### src/sv/fla_pkg.sv
// Shared types and constants for the free-list slot allocator.
// No dependencies; every other file in this folder refers to it by scoped names.
package fla_pkg;

  // Pool size and the index widths that follow from it.
  localparam int SLOT_COUNT = 64;
  localparam int IDX_W      = $clog2(SLOT_COUNT);
  localparam int LINK_W     = $clog2(SLOT_COUNT + 1);

  // Requested action as it arrives on the input channel.
  localparam logic ACT_ALLOC = 1'b0;
  localparam logic ACT_FREE  = 1'b1;

  // Classified command carried from the front end to the back end.
  typedef logic [1:0] op_t;
  localparam op_t OP_ALLOC = 2'd0;
  localparam op_t OP_FREE  = 2'd1;
  localparam op_t OP_NULL  = 2'd2;
  localparam int  OP_W     = 2;

  // Result status codes.
  typedef logic [1:0] status_t;
  localparam status_t STAT_ALLOCATED = 2'd0;
  localparam status_t STAT_EXHAUSTED = 2'd1;
  localparam status_t STAT_FREED     = 2'd2;
  localparam status_t STAT_NULL_FREE = 2'd3;

  // Fixed port widths of the payload fields.
  localparam int SLOT_PORT_W  = 6;
  localparam int COUNT_PORT_W = 7;
  localparam int TOTAL_W      = 32;

  // Command queue status seen by both sides.
  typedef struct packed {
    logic full;
    logic empty;
  } q_stat_t;

endpackage

### src/sv/fla_front.sv
// Front end of the allocator: accepts requests and classifies them into commands.
// Depends on fla_pkg.
module fla_front (
  input  logic                                 in_valid,
  input  logic                                 action,
  input  logic [fla_pkg::SLOT_PORT_W-1:0]      free_slot,
  input  logic                                 free_is_null,
  input  logic                                 init_busy,
  input  fla_pkg::q_stat_t                     q_stat,
  output logic                                 in_stall,
  output logic                                 push,
  output fla_pkg::op_t                         op,
  output logic [fla_pkg::IDX_W-1:0]            slot
);

  // A return of a null slot or of a slot beyond the pool is turned into a no-op.
  always_comb begin
    if (action == fla_pkg::ACT_ALLOC) begin
      op = fla_pkg::OP_ALLOC;
    end else if (free_is_null || (int'(free_slot) >= fla_pkg::SLOT_COUNT)) begin
      op = fla_pkg::OP_NULL;
    end else begin
      op = fla_pkg::OP_FREE;
    end
  end

  assign slot     = fla_pkg::IDX_W'(free_slot);
  assign in_stall = init_busy | q_stat.full;
  assign push     = in_valid & ~in_stall;

endmodule

### src/sv/fla_queue.sv
// Small command queue between the allocator front end and back end.
// Depends on fla_pkg for the status struct.
module fla_queue #(
  parameter int DATA_W = 8,
  parameter int DEPTH  = 2,
  localparam int PTR_W = (DEPTH > 1) ? $clog2(DEPTH) : 1,
  localparam int CNT_W = $clog2(DEPTH + 1)
) (
  input  logic              clk,
  input  logic              rst,
  input  logic              push,
  input  logic [DATA_W-1:0] wr_data,
  input  logic              pop,
  output logic [DATA_W-1:0] rd_data,
  output fla_pkg::q_stat_t  q_stat
);

  logic [DATA_W-1:0] entries [DEPTH];
  logic [PTR_W-1:0]  wr_ptr;
  logic [PTR_W-1:0]  rd_ptr;
  logic [CNT_W-1:0]  count;

  assign q_stat.full  = (count == CNT_W'(DEPTH));
  assign q_stat.empty = (count == '0);
  assign rd_data      = entries[rd_ptr];

  always_ff @(posedge clk) begin
    if (push) begin
      entries[wr_ptr] <= wr_data;
    end
  end

  always_ff @(posedge clk) begin
    if (rst) begin
      wr_ptr <= '0;
      rd_ptr <= '0;
      count  <= '0;
    end else begin
      if (push) begin
        wr_ptr <= (wr_ptr == PTR_W'(DEPTH - 1)) ? '0 : wr_ptr + 1'b1;
      end
      if (pop) begin
        rd_ptr <= (rd_ptr == PTR_W'(DEPTH - 1)) ? '0 : rd_ptr + 1'b1;
      end
      if (push && !pop) begin
        count <= count + 1'b1;
      end else if (pop && !push) begin
        count <= count - 1'b1;
      end
    end
  end

endmodule

### src/sv/fla_back.sv
// Back end of the allocator: link memory, list head, counters and result register.
// Depends on fla_pkg.
module fla_back (
  input  logic                                clk,
  input  logic                                rst,
  input  fla_pkg::q_stat_t                    q_stat,
  input  fla_pkg::op_t                        q_op,
  input  logic [fla_pkg::IDX_W-1:0]           q_slot,
  output logic                                pop,
  output logic                                init_busy,
  output logic                                out_valid,
  input  logic                                out_stall,
  output fla_pkg::status_t                    status,
  output logic [fla_pkg::SLOT_PORT_W-1:0]     granted_slot,
  output logic [fla_pkg::COUNT_PORT_W-1:0]    in_use_count,
  output logic [fla_pkg::TOTAL_W-1:0]         lifetime_allocs,
  output logic [fla_pkg::TOTAL_W-1:0]         lifetime_frees
);

  localparam int SLOT_COUNT = fla_pkg::SLOT_COUNT;
  localparam int IDX_W      = fla_pkg::IDX_W;
  localparam int LINK_W     = fla_pkg::LINK_W;

  localparam logic [1:0] S_INIT = 2'd0;
  localparam logic [1:0] S_IDLE = 2'd1;
  localparam logic [1:0] S_WAIT = 2'd2;

  logic [1:0]                 state, state_next;
  logic [IDX_W-1:0]           init_idx;
  logic [LINK_W-1:0]          head, head_next;
  logic [LINK_W-1:0]          used, used_next;
  logic [fla_pkg::TOTAL_W-1:0] alloc_total, alloc_total_next;
  logic [fla_pkg::TOTAL_W-1:0] free_total, free_total_next;
  logic [IDX_W-1:0]           pend_slot;
  logic                       pend_load;
  logic [IDX_W-1:0]           out_grant, out_grant_next;
  fla_pkg::status_t           out_status, out_status_next;
  logic                       out_valid_next;
  logic                       out_load;

  // Link memory: one write port and one registered read port.
  logic [LINK_W-1:0] links [SLOT_COUNT];
  logic              wr_en, rd_en;
  logic [IDX_W-1:0]  wr_addr, rd_addr;
  logic [LINK_W-1:0] wr_data, rd_data;

  logic out_free;
  logic list_empty;

  assign out_free   = !out_valid || !out_stall;
  assign list_empty = (head >= LINK_W'(SLOT_COUNT));
  assign init_busy  = (state == S_INIT);

  always_comb begin
    state_next       = state;
    head_next        = head;
    used_next        = used;
    alloc_total_next = alloc_total;
    free_total_next  = free_total;
    out_grant_next   = out_grant;
    out_status_next  = out_status;
    out_load         = 1'b0;
    pend_load        = 1'b0;
    pop              = 1'b0;
    wr_en            = 1'b0;
    wr_addr          = init_idx;
    wr_data          = LINK_W'(init_idx) + LINK_W'(1);
    rd_en            = 1'b0;
    rd_addr          = IDX_W'(head);
    unique case (state)
      S_INIT: begin
        wr_en = 1'b1;
        if (init_idx == IDX_W'(SLOT_COUNT - 1)) begin
          state_next = S_IDLE;
        end
      end
      S_IDLE: begin
        if (!q_stat.empty) begin
          unique case (q_op)
            fla_pkg::OP_ALLOC: begin
              if (list_empty) begin
                if (out_free) begin
                  pop             = 1'b1;
                  out_load        = 1'b1;
                  out_status_next = fla_pkg::STAT_EXHAUSTED;
                  out_grant_next  = '0;
                end
              end else begin
                // Start the link read; the result is finished in S_WAIT once the output is free.
                pop        = 1'b1;
                rd_en      = 1'b1;
                pend_load  = 1'b1;
                state_next = S_WAIT;
              end
            end
            fla_pkg::OP_FREE: begin
              if (out_free) begin
                pop             = 1'b1;
                wr_en           = 1'b1;
                wr_addr         = q_slot;
                wr_data         = head;
                head_next       = LINK_W'(q_slot);
                used_next       = (used != '0) ? used - 1'b1 : used;
                free_total_next = (free_total != '1) ? free_total + 1'b1 : free_total;
                out_load        = 1'b1;
                out_status_next = fla_pkg::STAT_FREED;
                out_grant_next  = '0;
              end
            end
            default: begin
              if (out_free) begin
                pop             = 1'b1;
                out_load        = 1'b1;
                out_status_next = fla_pkg::STAT_NULL_FREE;
                out_grant_next  = '0;
              end
            end
          endcase
        end
      end
      S_WAIT: begin
        if (out_free) begin
          head_next        = rd_data;
          used_next        = (used < LINK_W'(SLOT_COUNT)) ? used + 1'b1 : used;
          alloc_total_next = (alloc_total != '1) ? alloc_total + 1'b1 : alloc_total;
          out_load         = 1'b1;
          out_status_next  = fla_pkg::STAT_ALLOCATED;
          out_grant_next   = pend_slot;
          state_next       = S_IDLE;
        end
      end
      default: begin
        state_next = S_IDLE;
      end
    endcase
    out_valid_next = out_load | (out_valid & out_stall);
  end

  always_ff @(posedge clk) begin
    if (wr_en) begin
      links[wr_addr] <= wr_data;
    end
    if (rd_en) begin
      rd_data <= links[rd_addr];
    end
  end

  always_ff @(posedge clk) begin
    if (pend_load) begin
      pend_slot <= IDX_W'(head);
    end
    if (out_load) begin
      out_grant  <= out_grant_next;
      out_status <= out_status_next;
    end
  end

  always_ff @(posedge clk) begin
    if (rst) begin
      state       <= S_INIT;
      init_idx    <= '0;
      head        <= '0;
      used        <= '0;
      alloc_total <= '0;
      free_total  <= '0;
      out_valid   <= 1'b0;
    end else begin
      state       <= state_next;
      head        <= head_next;
      used        <= used_next;
      alloc_total <= alloc_total_next;
      free_total  <= free_total_next;
      out_valid   <= out_valid_next;
      if (state == S_INIT) begin
        init_idx <= init_idx + 1'b1;
      end
    end
  end

  // Counters change only when a result is loaded, so they can be shown directly.
  assign status          = out_status;
  assign granted_slot    = fla_pkg::SLOT_PORT_W'(out_grant);
  assign in_use_count    = fla_pkg::COUNT_PORT_W'(used);
  assign lifetime_allocs = alloc_total;
  assign lifetime_frees  = free_total;

endmodule

### src/sv/free_list_slot_allocator_core.sv
// Top level of the free-list slot allocator: front end, command queue, back end.
// Depends on fla_pkg, fla_front, fla_queue and fla_back.
//
// Usage: requests arrive on the input channel (in_valid / in_stall) with fields
// action, free_slot and free_is_null. Every request produces exactly one result
// on the output channel (out_valid / out_stall) carrying status, granted_slot,
// in_use_count, lifetime_allocs and lifetime_frees. A request is taken at a
// rising edge with valid high and stall low on its channel.
// The front end classifies a request (allocate, return, or ignored return) and
// places it in a two-entry queue. The back end executes one command at a time
// against the link memory. A return, an ignored request or an allocation from
// an empty pool is finished by the back end in S_IDLE; an allocation that finds
// a free slot goes on through S_WAIT, since the head's link comes from the
// memory's registered read port. Returns sustain one request per cycle while
// the receiver does not stall; during an allocation the back end waits in
// S_WAIT and takes no new command. After reset the back end sweeps the link
// memory once, writing slot i -> i + 1; in_stall stays high during that sweep.
// When the receiver stalls, the result register holds and no new result is
// loaded; the queue keeps taking requests until it fills, then in_stall rises.
module free_list_slot_allocator_core (
  input  logic                                clk,
  input  logic                                rst,
  input  logic                                in_valid,
  output logic                                in_stall,
  input  logic                                action,
  input  logic [fla_pkg::SLOT_PORT_W-1:0]     free_slot,
  input  logic                                free_is_null,
  output logic                                out_valid,
  input  logic                                out_stall,
  output fla_pkg::status_t                    status,
  output logic [fla_pkg::SLOT_PORT_W-1:0]     granted_slot,
  output logic [fla_pkg::COUNT_PORT_W-1:0]    in_use_count,
  output logic [fla_pkg::TOTAL_W-1:0]         lifetime_allocs,
  output logic [fla_pkg::TOTAL_W-1:0]         lifetime_frees
);

  localparam int IDX_W   = fla_pkg::IDX_W;
  localparam int CMD_W   = fla_pkg::OP_W + IDX_W;
  localparam int Q_DEPTH = 2;

  logic             push;
  logic             pop;
  logic             init_busy;
  fla_pkg::q_stat_t q_stat;
  fla_pkg::op_t     front_op;
  logic [IDX_W-1:0] front_slot;
  logic [CMD_W-1:0] q_rd_data;
  fla_pkg::op_t     q_op;
  logic [IDX_W-1:0] q_slot;

  fla_front u_front (
    .in_valid     (in_valid),
    .action       (action),
    .free_slot    (free_slot),
    .free_is_null (free_is_null),
    .init_busy    (init_busy),
    .q_stat       (q_stat),
    .in_stall     (in_stall),
    .push         (push),
    .op           (front_op),
    .slot         (front_slot)
  );

  fla_queue #(.DATA_W(CMD_W), .DEPTH(Q_DEPTH)) u_queue (
    .clk     (clk),
    .rst     (rst),
    .push    (push),
    .wr_data ({front_op, front_slot}),
    .pop     (pop),
    .rd_data (q_rd_data),
    .q_stat  (q_stat)
  );

  assign q_op   = q_rd_data[CMD_W-1:IDX_W];
  assign q_slot = q_rd_data[IDX_W-1:0];

  fla_back u_back (
    .clk             (clk),
    .rst             (rst),
    .q_stat          (q_stat),
    .q_op            (q_op),
    .q_slot          (q_slot),
    .pop             (pop),
    .init_busy       (init_busy),
    .out_valid       (out_valid),
    .out_stall       (out_stall),
    .status          (status),
    .granted_slot    (granted_slot),
    .in_use_count    (in_use_count),
    .lifetime_allocs (lifetime_allocs),
    .lifetime_frees  (lifetime_frees)
  );

  // No request may be taken while the link memory is still being initialized.
  a_no_accept_in_init: assert property (@(posedge clk) disable iff (rst)
    init_busy |-> !push)
    else $error("request taken during link memory initialization");

  // A stalled result must keep its counters, since they come straight from state.
  a_stalled_counters_hold: assert property (@(posedge clk) disable iff (rst)
    (out_valid && out_stall) |=> ($stable(lifetime_allocs) && $stable(lifetime_frees)
                                  && $stable(in_use_count)))
    else $error("counters changed while result was stalled");

  // The back end only takes commands that are present in the queue.
  a_pop_not_empty: assert property (@(posedge clk) disable iff (rst)
    pop |-> !q_stat.empty)
    else $error("command popped from empty queue");

  // A new allocation result with a changed granted slot never reports zero lifetime allocations.
  a_alloc_counts: assert property (@(posedge clk) disable iff (rst)
    (out_valid && !out_stall) ##1 (out_valid && status == fla_pkg::STAT_ALLOCATED
                                   && $changed(granted_slot)) |->
    (lifetime_allocs != '0))
    else $error("allocation reported with zero lifetime allocations");

endmodule

### config.mk
export PLATFORM = sky130hd
export DESIGN_NAME = free_list_slot_allocator_core
export DESIGN_NICKNAME = d
export VERILOG_FILES = /design/src/sv/fla_pkg.sv /design/src/sv/fla_front.sv /design/src/sv/fla_queue.sv /design/src/sv/fla_back.sv /design/src/sv/free_list_slot_allocator_core.sv
export SDC_FILE = /design/constraint.sdc
export NUM_CORES = 1
export LEC_CHECK = 0
export ABC_AREA = 1
export BUFFER_PORTS_ARGS = -buffer_cell sky130_fd_sc_hd__buf_2
export CORE_MARGIN = 5
export CORE_UTILIZATION = 40
export DETAILED_ROUTE_END_ITERATION = 16
export RECOVER_POWER = 100
export SETUP_SLACK_MARGIN = 0.4
export SYNTH_ARGS = -nofsm -noshare
export SYNTH_HDL_FRONTEND = slang
export SYNTH_SLANG_ARGS = --single-unit
### constraint.sdc
create_clock -name clk -period 6.4 [get_ports clk]
set_input_delay 0.64 -clock clk [delete_from_list [all_inputs] [get_ports clk]]
set_output_delay 0.64 -clock clk [all_outputs]
set_load 0.05 [all_outputs]
==> run_summary.xml <==
<?xml version="1.0" encoding="UTF-8"?>
<metrics>
  <group name="finish">
    <metric name="finalNetCount" unit="">2687</metric>
    <metric name="num-fill-cells" unit="">5968</metric>
    <metric name="commonest_non_fill_non_tap_cell_in_the_layout" unit="">nand2_1</metric>
    <metric name="layout.core_utilization" unit="%">45.2</metric>
    <metric name="antennaDiodeCount" unit="">0</metric>
    <metric name="layout_cell_share_with_drive_strength_beyond_1" unit="%">5.82</metric>
    <metric name="flow.area_growth_from_synthesis" unit="%">11.7</metric>
    <metric name="top_library_cells_by_usage_in_the_layout_fill_and_taps_aside" unit="">nand2_1 (948), edfxtp_1 (485), nand3_1 (413), nor2_1 (202), clkbuf_1 (97)</metric>
  </group>
  <group name="pwr">
    <metric name="p_clk_share" unit="%">39.0</metric>
    <metric name="power_report.internal_total" unit="W">0.00674</metric>
    <metric name="share_seq_of_total_power" unit="%">47.6</metric>
    <metric name="cellLeakagePower" unit="nW">10.3</metric>
    <metric name="sw_frac_of_total" unit="%">27.1</metric>
    <metric name="power.ir.vdd_worst" unit="mV">0.178</metric>
    <metric name="power.net_switching" unit="W">0.00250</metric>
    <metric name="total_power_per_unit_cell_area" unit="nW/um^2">324</metric>
    <metric name="power.combinational.fraction" unit="%">13.4</metric>
  </group>
  <group name="floorplan">
    <metric name="placeable_area" unit="sq um">63200</metric>
    <metric name="floorplan.die.width" unit="um">263</metric>
    <metric name="die_height" unit="um">263</metric>
    <metric name="placement_rows" unit="">92</metric>
    <metric name="floorplan.initialDensity" unit="%">40.5</metric>
    <metric name="floorplan.die_area" unit="sq um">69100</metric>
    <metric name="top_level_i_o_count" unit="">93</metric>
  </group>
  <group name="clock_network">
    <metric name="clock_tree.root_cell" unit="">clkbuf_16</metric>
    <metric name="cts_num_sinks" unit="">577</metric>
    <metric name="worst_skew_pair.late_latency" unit="ns">0.65</metric>
    <metric name="cts.htree.levels" unit="">2</metric>
    <metric name="cts_post_setup_buffers_inserted" unit="">0</metric>
    <metric name="postCtsHoldBufs" unit="">0</metric>
    <metric name="post_cts_resize_count" unit="">0</metric>
    <metric name="tritoncts" unit="">built</metric>
    <metric name="clk_pin_slew" unit="ns">0.06</metric>
    <metric name="max-clock-path-buffers" unit="">3</metric>
    <metric name="num_cts_buffers" unit="">60</metric>
  </group>
  <group name="route">
    <metric name="wirelength" unit="um">66700</metric>
    <metric name="drt_first_pass_iters" unit="">6</metric>
    <metric name="route.vias.total" unit="">18600</metric>
    <metric name="drc" unit="">0</metric>
    <metric name="detailedRoute.firstIterationViolations" unit="">1594</metric>
    <metric name="routed_via_density" unit="">5.21</metric>
    <metric name="number_of_nets_still_failing_antenna_checks_after_routing" unit="">0</metric>
    <metric name="routedWlPerCell" unit="um">18.7</metric>
  </group>
  <group name="timing">
    <metric name="headroom_to_the_max_slew_limit" unit="%">-126</metric>
    <metric name="worst_pin_slew" unit="ns">3.39</metric>
    <metric name="timing.final.ws_setup" unit="ns">1.78</metric>
    <metric name="max_freq" unit="MHz">216</metric>
    <metric name="clock_tree_skew_after_final_layout" unit="ns">0.0392</metric>
    <metric name="post-route-min-period" unit="ns">4.62</metric>
    <metric name="final_max_slew_viol_count" unit="">131</metric>
    <metric name="final_setup_violation_count" unit="">0</metric>
    <metric name="total_negative_setup_slack" unit="ns">0</metric>
    <metric name="timing_hold_violations_final" unit="">0</metric>
    <metric name="grt_setup_unrepaired" unit="">no</metric>
    <metric name="layout_worst_path_cycle_share" unit="%">72.2</metric>
  </group>
  <group name="grt">
    <metric name="gr-usage-all-layers" unit="%">18.6</metric>
    <metric name="largest_net_degree_at_the_start_of_global_routing" unit="">89</metric>
    <metric name="grt_first_pass_wirelength" unit="um">103000</metric>
    <metric name="vias_in_the_first_global_route" unit="">17900</metric>
    <metric name="grt_antenna_before_repair" unit="">0</metric>
    <metric name="gr-total-overflow" unit="">0</metric>
  </group>
  <group name="logic_synthesis">
    <metric name="synth_fp_nets" unit="">2638</metric>
    <metric name="avgSynthCellArea" unit="sq um">9.78</metric>
    <metric name="library_cell_with_the_largest_summed_area_after_synthesis" unit="">edfxtp_1</metric>
    <metric name="netlist.area_leader.share" unit="%">57.0</metric>
    <metric name="yosys-top-cells-area" unit="">edfxtp_1 (57%), nand2_1 (14%), nand3_1 (8.0%), dfxtp_1 (7.2%), nor2_1 (2.9%)</metric>
    <metric name="synth_cell_type_count" unit="">39</metric>
    <metric name="synthesis_warnings" unit="">0</metric>
    <metric name="synth.cell_area" unit="sq um">25600</metric>
    <metric name="flops_latches_synth" unit="">577</metric>
    <metric name="asyncSetResetFlopFracSynth" unit="%">0</metric>
    <metric name="seq_area_frac_synth" unit="%">64.2</metric>
    <metric name="synth_cells" unit="">2614</metric>
    <metric name="synth_edf_count" unit="">485</metric>
    <metric name="yosys_most_used_dff" unit="">edfxtp_1</metric>
  </group>
  <group name="placed_design">
    <metric name="hpwl" unit="um">40700</metric>
    <metric name="portBuffers" unit="">92</metric>
    <metric name="place.gp.congestion" unit="">0.903</metric>
    <metric name="detailedPlace.worstSlack" unit="ns">2.70</metric>
  </group>
  <group name="hold_path">
    <metric name="hold_path_end" unit="">u_queue.entries[1][5]</metric>
    <metric name="worst_hold_path_type" unit="">input port to flip-flop</metric>
    <metric name="hp-start" unit="">free_slot[5]</metric>
    <metric name="holdPathStages" unit="">1</metric>
  </group>
  <group name="worst_setup_path">
    <metric name="timing.critical_path.fanout_max" unit="">52</metric>
    <metric name="regToRegEndpoint" unit="">u_back.rd_data[2]</metric>
    <metric name="worst-endpoint-required" unit="ns">6.89</metric>
    <metric name="slowest_stage" unit="">dfxtp_1</metric>
    <metric name="crit_path_end_kind" unit="">flip-flop</metric>
    <metric name="cpPeakStageDelay" unit="ns">1.49</metric>
    <metric name="path_cells" unit="">clkinv_2 -&gt; buf_4 -&gt; nand3_1 -&gt; nand3_1 -&gt; nand2_1 -&gt; nand2_1 -&gt; nand3_1 -&gt; nand3_1 -&gt; nand2_1</metric>
    <metric name="reg2reg_slack" unit="ns">1.78</metric>
    <metric name="worst-endpoint-arrival" unit="ns">5.11</metric>
    <metric name="worst_r2r_startpoint" unit="">u_back.head[1]</metric>
    <metric name="timing.critical_path.from" unit="">u_back.head[1]</metric>
    <metric name="critical_path_buf_inv_count" unit="">2</metric>
    <metric name="worstSetupStartpointType" unit="">flip-flop</metric>
    <metric name="timing_worst_setup_path_type" unit="">flip-flop to flip-flop</metric>
    <metric name="critical-path-top-delay-family" unit="">buffers and inverters</metric>
    <metric name="cpMostUsedCell" unit="">nand3_1</metric>
    <metric name="rr_worst_depth" unit="">9</metric>
  </group>
  <group name="run_status">
    <metric name="status" unit="">finished with violations</metric>
    <metric name="failed_checks" unit="">max-capacitance violations, max-slew violations</metric>
  </group>
  <group name="run">
    <metric name="maxCapViolCount" unit="">3</metric>
  </group>
</metrics>
## power groups by stage
stage,Combinational [W],Sequential [W],Clock [W]
2_1_floorplan,0.000796,0.00448,0
3_3_place_gp,0.00122,0.00448,0
3_5_place_dp,0.00124,0.00448,0
4_1_cts,0.00125,0.00440,0.00366
5_1_grt,0.00136,0.00441,0.00382
6_report,0.00124,0.00440,0.00360
## Yosys cell counts (10+ instances only)
master	count
nand2_1	939
edfxtp_1	485
nand3_1	408
nor2_1	199
dfxtp_1	92
inv_1	87
a21oi_1	71
clkbuf_1	67
o21ai_0	38
buf_2	27
xor2_1	27
buf_1	21
nand3b_1	21
nand2_2	15
xnor2_1	13
ha_1	12
a21oi_2	10
## flip-flops by register name, indices dropped and copies added, names as in the netlist, named ones only
signal	cells
u_back.lifetime_frees	32
u_back.granted_slot	6
u_queue.rd_ptr	1
u_back.in_use_count	7
u_back.head	7
u_back.pend_slot	6
u_queue.wr_ptr	1
u_back.links	448
u_back.state	2
u_back.init_idx	6
u_back.out_valid	1
u_back.status	2
u_back.rd_data	7
u_queue.entries	16
u_back.lifetime_allocs	32
u_queue.count	2
## how the worst max path moves through the flow
| stage | end | slack, ns | depth (start not counted) |
|---|---|---|---|
| finish | u_back.rd_data[2] | 1.78 | 9 |
| detailed placement | u_back.rd_data[3] | 2.70 | 10 |
| CTS | u_back.rd_data[3] | 2.68 | 10 |
| global route | u_back.rd_data[2] | 1.46 | 9 |
| floorplan | u_back.links[0][1] | 1.79 | 7 |
| global placement | u_back.rd_data[3] | 2.72 | 10 |
## cells by family (layout without fill, tap and decap cells)
| kind of cell | after synthesis | count (layout) | share of synthesized area, % |
|---|---|---|---|
| XOR/XNOR | 40 | 40 | 1.37 |
| AND/OR/NAND/NOR | 1627 | 1627 | 27.1 |
| adder cells (fa/ha/maj) | 12 | 12 | 0.587 |
| buffers and inverters | 220 | 320 | 3.67 |
| flip-flops | 577 | 577 | 64.2 |
| AO/OA/AOI/OAI | 131 | 131 | 2.81 |
| multiplexers | 7 | 7 | 0.294 |
## final cells by class
cell class | instances | area [sq um] | area share, %
clock buffer | 67 | 1530 | 5.35
clock inverter | 46 | 524 | 1.84
inverter | 95 | 363 | 1.27
multi-input combinational | 1817 | 8180 | 28.7
sequential | 577 | 16400 | 57.5
tap | 846 | 1060 | 3.71
timing repair buffer | 112 | 488 | 1.71
## routing by layer
metal  vias up  part of all wire (%)  GRT usage [%]
li1       8931                     -              -
met1      8905                    44           25.1
met2       597                    47           30.8
met3       126                   6.3           3.25
met4         0                   3.2           6.22
met5         -                     0              0
## stage by stage
stage	std cells	hold slack, ns	power, W	instance area, sq um
floorplan	2614	0.403	0.00527	25600
global placement	3447	0.467	0.00570	26700
detailed placement	3447	0.479	0.00572	26700
CTS	3560	0.174	0.00931	28800
global route	3560	0.188	0.00959	28600
finish	3560	0.208	0.00924	28600
(Power assumes the default switching activity.)
